$ cat config.mk
export PLATFORM = sky130hd
export DESIGN_NAME = gea_ctrl
export DESIGN_NICKNAME = d
export VERILOG_FILES = /design/src/hw/rtl/gea_pkg.sv /design/src/hw/rtl/gea_ctrl.sv
export SDC_FILE = /design/constraint.sdc
export NUM_CORES = 1
export LEC_CHECK = 0
export BUFFER_PORTS_ARGS = -buffer_cell sky130_fd_sc_hd__buf_2
export CORE_AREA = 2 2 39 41
export CTS_BUF_LIST = sky130_fd_sc_hd__clkbuf_16
export DETAILED_ROUTE_END_ITERATION = 10
export DIE_AREA = 0 0 41 43
export PLACE_DENSITY = 0.48
export SLEW_MARGIN = 5
export SYNTH_ARGS = -nofsm -noshare
export SYNTH_HDL_FRONTEND = slang
export SYNTH_SLANG_ARGS = --single-unit
$ cat constraint.sdc
create_clock -name clk -period 1.15 [get_ports clk]
set_input_delay 0.23 -clock clk [delete_from_list [all_inputs] [get_ports clk]]
set_output_delay 0.23 -clock clk [all_outputs]
set_load 0.05 [all_outputs]
$ cat src/hw/rtl/gea_pkg.sv
`timescale 1ns / 1ps
// ----------------------------------------------------------------------------
// gea_pkg: shared types and constants of the generational entity allocator
// Request and response payloads, operation and status codes, and the
// command/status groups between the controller and the datapath.
// ----------------------------------------------------------------------------
package gea_pkg;

    localparam int SLOT_MAX = 1024;
    localparam int SLOT_W   = $clog2(SLOT_MAX);
    localparam int CNT_W    = SLOT_W + 1;
    localparam int GEN_W    = 16;
    localparam int IDX_W    = 10;
    localparam int VER_W    = 16;
    localparam int LIVE_W   = 10;

    typedef enum logic [1:0] {
        KIND_CREATE  = 2'd0,
        KIND_DESTROY = 2'd1,
        KIND_FLUSH   = 2'd2,
        KIND_CHECK   = 2'd3
    } kind_t;

    typedef enum logic [1:0] {
        STAT_OK   = 2'd0,
        STAT_FULL = 2'd1,
        STAT_DEAD = 2'd2
    } status_t;

    typedef struct packed {
        kind_t              kind;
        logic [IDX_W-1:0]   target_index;
        logic [VER_W-1:0]   target_version;
    } req_t;

    typedef struct packed {
        logic [IDX_W-1:0]   handle_index;
        logic [VER_W-1:0]   handle_version;
        status_t            status;
        logic               alive;
        logic [LIVE_W-1:0]  live_total;
    } rsp_t;

    typedef struct packed {
        logic               used;
        logic [GEN_W-1:0]   gen;
    } slot_word_t;

    typedef struct packed {
        logic lookup;
        logic eval;
        logic slot_read;
        logic destroy;
        logic create_commit;
        logic flush_read;
        logic flush_write;
        logic finish;
    } cmd_t;

    typedef struct packed {
        kind_t kind;
        logic  alive;
        logic  free_avail;
        logic  fresh_avail;
        logic  pend_empty;
        logic  flush_last;
        logic  out_free;
    } sts_t;

endpackage

$ cat src/hw/rtl/gea_ctrl.sv
`timescale 1ns / 1ps
// ----------------------------------------------------------------------------
// gea_ctrl: allocator sequencer
// Steps each request through lookup, evaluation, create commit or flush walk,
// and response load, driving the datapath by commands.
// ----------------------------------------------------------------------------
module gea_ctrl (
    input  logic          clk,
    input  logic          rst_n,
    input  logic          req_valid,
    output logic          req_ready,
    input  gea_pkg::sts_t sts,
    output gea_pkg::cmd_t cmd
);

    typedef enum logic [2:0] {
        S_IDLE,
        S_EVAL,
        S_CREATE,
        S_FLUSH_RD,
        S_FLUSH_WR,
        S_FINISH
    } state_t;

    state_t state_reg;
    state_t state_next;

    always_ff @(posedge clk or negedge rst_n)
    begin
        if (!rst_n)
        begin
            state_reg <= S_IDLE;
        end
        else
        begin
            state_reg <= state_next;
        end
    end

    always_comb
    begin
        state_next = state_reg;
        cmd        = '0;
        req_ready  = 1'b0;
        case (state_reg)
            S_IDLE:
            begin
                req_ready = 1'b1;
                if (req_valid)
                begin
                    cmd.lookup = 1'b1;
                    state_next = S_EVAL;
                end
            end
            S_EVAL:
            begin
                cmd.eval   = 1'b1;
                state_next = S_FINISH;
                case (sts.kind)
                    gea_pkg::KIND_CREATE:
                    begin
                        if (sts.free_avail || sts.fresh_avail)
                        begin
                            cmd.slot_read = 1'b1;
                            state_next    = S_CREATE;
                        end
                    end
                    gea_pkg::KIND_DESTROY:
                    begin
                        cmd.destroy = sts.alive;
                    end
                    gea_pkg::KIND_FLUSH:
                    begin
                        if (!sts.pend_empty)
                        begin
                            state_next = S_FLUSH_RD;
                        end
                    end
                    default:
                    begin
                        state_next = S_FINISH;
                    end
                endcase
            end
            S_CREATE:
            begin
                cmd.create_commit = 1'b1;
                state_next        = S_FINISH;
            end
            S_FLUSH_RD:
            begin
                cmd.flush_read = 1'b1;
                state_next     = S_FLUSH_WR;
            end
            S_FLUSH_WR:
            begin
                cmd.flush_write = 1'b1;
                state_next      = sts.flush_last ? S_FINISH : S_FLUSH_RD;
            end
            S_FINISH:
            begin
                if (sts.out_free)
                begin
                    cmd.finish = 1'b1;
                    state_next = S_IDLE;
                end
            end
            default:
            begin
                state_next = S_IDLE;
            end
        endcase
    end

endmodule

==> impl_metrics.ini <==
[sta]
finalClockSkew_ns = 0.00541
slew_viol_final = 0
setup_viol = 11
hold_viol_final = 0
relSlewSlack = 0.755
fmax_ghz = 0.657
min_period_ns = 1.52
final.period_utilization = 1.32
setup_ws_ns = -0.372
grt_setup_unrepaired = true
worst_pin_slew_ns = 0.363

[power_and_ir_drop]
power.leakage_nw = 0.322
power_frac_comb = 0.658
sw_frac_of_total = 0.429
seq_power_share = 0.086
p_sw_mw = 0.920
internal_power_mw = 1.22
power.total_mw = 2.14
power_frac_clock = 0.257
irDropWorstVdd_v = 0.00131
powerDensity_nw_per_um2 = 3180

[min_path]
min_from = sts[1]
whs_path_depth = 3
hold_end = state_reg[2]
hp-class = in2reg

[clocking]
clkSinkCount = 3
clk_pin_slew_ns = 0.03
clock-root-buffer = clkbuf_16
htreeDepth = 1
clk_path_buf_depth = 2
cts_tree = yes
cts_made_buffers = 3
clk_latency_ns = 0.23

[global_routing]
grt_pass1_vias = 335
antenna_found_initial = 0
grt_max_degree = 10
grt_pass1_wl_mm = 1.30
track_usage = 0.119
grt-ovfl-total = 0

[routing]
drt_iter0_drc = 8
wl_um = 904
num_vias = 376
drc = 0
avgRoutedWirePerCell_um = 11.3
vias_per_cell = 4.70
drt-pass1-iter-count = 4
drtAntennaViolNets = 0

[logic_synthesis]
syn_nets = 44
synth_top_area_frac = 0.283
synth_cell_types = 24
synth_warnings = 0
synth.area.top_cells = dfrtp_1 28%, nor3_1 5.7%, nand2_1 5.7%
post_synth.cell_area_avg_um2 = 8.04
yosys.area.top_type = dfrtp_1
synth_cells = 33
synth_seq_area_share = 0.283
synth_seq_cells = 3
synth_area_um2 = 265

[setup_path]
worstSetupPathType = reg2out
r2r-end = state_reg[0]
ff2ff_setup_slack_ns = -0.15
cp_max_fo = 3
startpoint_type = register
reg2regPathDepth = 4
crit_arrival_ns = 1.29
cp_data_required_time_ns = 0.92
rr_startpoint = state_reg[0]
cp-end-kind = output port

[final_layout]
final_nets = 76
drive_gt1_frac = 0.719
area_growth_pct = 154
largest_register_ffs = 3
n_antenna_cell = 0
layout_commonest_cell = buf_2
layout_common_cells = 10 x buf_2, 9 x buf_4, 7 x buf_6
final_core_util = 0.487

[outcome]
outcome = finished, violations left
violations = negative setup slack

[floorplan]
fp.dieW_um = 41
ios = 20
initial_core_util = 0.192
die_h_um = 43
core_um2 = 1380
die_area_um2 = 1760
fp-row-count = 14

[place]
place_hpwl_um = 627
portBuffers = 19
place.gp.congestion = 0.707

[run]
maxCapViolations = 0
[per-layer routing]
layer  wire (um)  vias up  track usage
met1         334      164        0.117
met3          61        2       0.0314
met2         490       26        0.191
met4          18        0        0.100
met5           0        -            0
li1            -      184            -
[kinds of logic (layout without fill, tap and decap cells)]
kind of cell           after synthesis  after routing  synth area share
AND/OR/NAND/NOR                     18             18             0.420
flip-flops                           3              3             0.283
buffers and inverters                5             36             0.108
AO/OA/AOI/OAI                        7              7             0.189
[synthesized netlist by cell type]
master,count
nand3b_1,1
or4_1,1
a221oi_1,1
and2_1,1
nor3_1,3
nor2_1,1
nand2_1,4
dfrtp_1,3
nor4bb_1,1
o211ai_1,1
nor3b_2,1
o41ai_1,1
a21oi_1,1
a21o_1,1
and3_1,1
inv_1,2
nor4_1,1
o21ai_0,1
buf_2,1
clkbuf_2,1
nand2b_1,1
buf_6,1
nor3b_1,2
o31ai_1,1
[worst max-delay path, cell delays in order, from the launching register on]
cell and delay, ns:
dfrtp_1 0.36, nand3b_1 0.29, buf_4 0.23, inv_2 0.06, buf_8 0.14
[through the flow]
stage | cells | area [um2] | setup WS, ns | setup TNS, ns | hold WS [ns]
floorplan | 33 | 332 | -0.496 | -3.18 | -0.0656
global placement | 71 | 455 | -0.272 | -1.42 | 0.0269
detailed placement | 71 | 455 | -0.312 | -1.47 | 0.0268
CTS | 79 | 651 | -0.379 | -2.88 | 0.255
global route | 80 | 674 | -0.420 | -3.30 | 0.264
finish | 80 | 674 | -0.372 | -2.87 | 0.258
[worst max path at each step]
stage,start,to,cells past startpoint
after CTS,state_reg[1],cmd[5],3
final,state_reg[1],cmd[6],4
after global routing,state_reg[1],cmd[5],3
after global placement,state_reg[1],cmd[5],3
after floorplan,state_reg[2],cmd[5],4
after detailed placement,state_reg[1],cmd[5],3
[power groups by stage]
stage	logic (mW)	registers, mW	clock network [mW]
floorplan	0.844	0.177	0
global placement	1.02	0.183	0
detailed placement	1.02	0.183	0
CTS	1.34	0.185	0.557
global route	1.48	0.189	0.570
finish	1.41	0.184	0.550
[layout make-up]
class	count	area, um2
fillers	130	709
repair buffers	30	251
multi-input cells	25	241
flip-flops and latches	3	75.1
clock buffers	3	75.1
well taps	16	20.0
inverters	2	7.51
clock inverters	1	3.75
[what timing repair did]
action | 4_1_cts | 5_1_grt
hold buffers | 1 | 0
setup buffers | 3 | 1
pin swaps | 7 | 3
hold endpoints to repair | 3 | 0
endpoints found under the setup margin | 11 | 12
resized for setup | 25 | 3
Power figures use the tool's default switching activity.
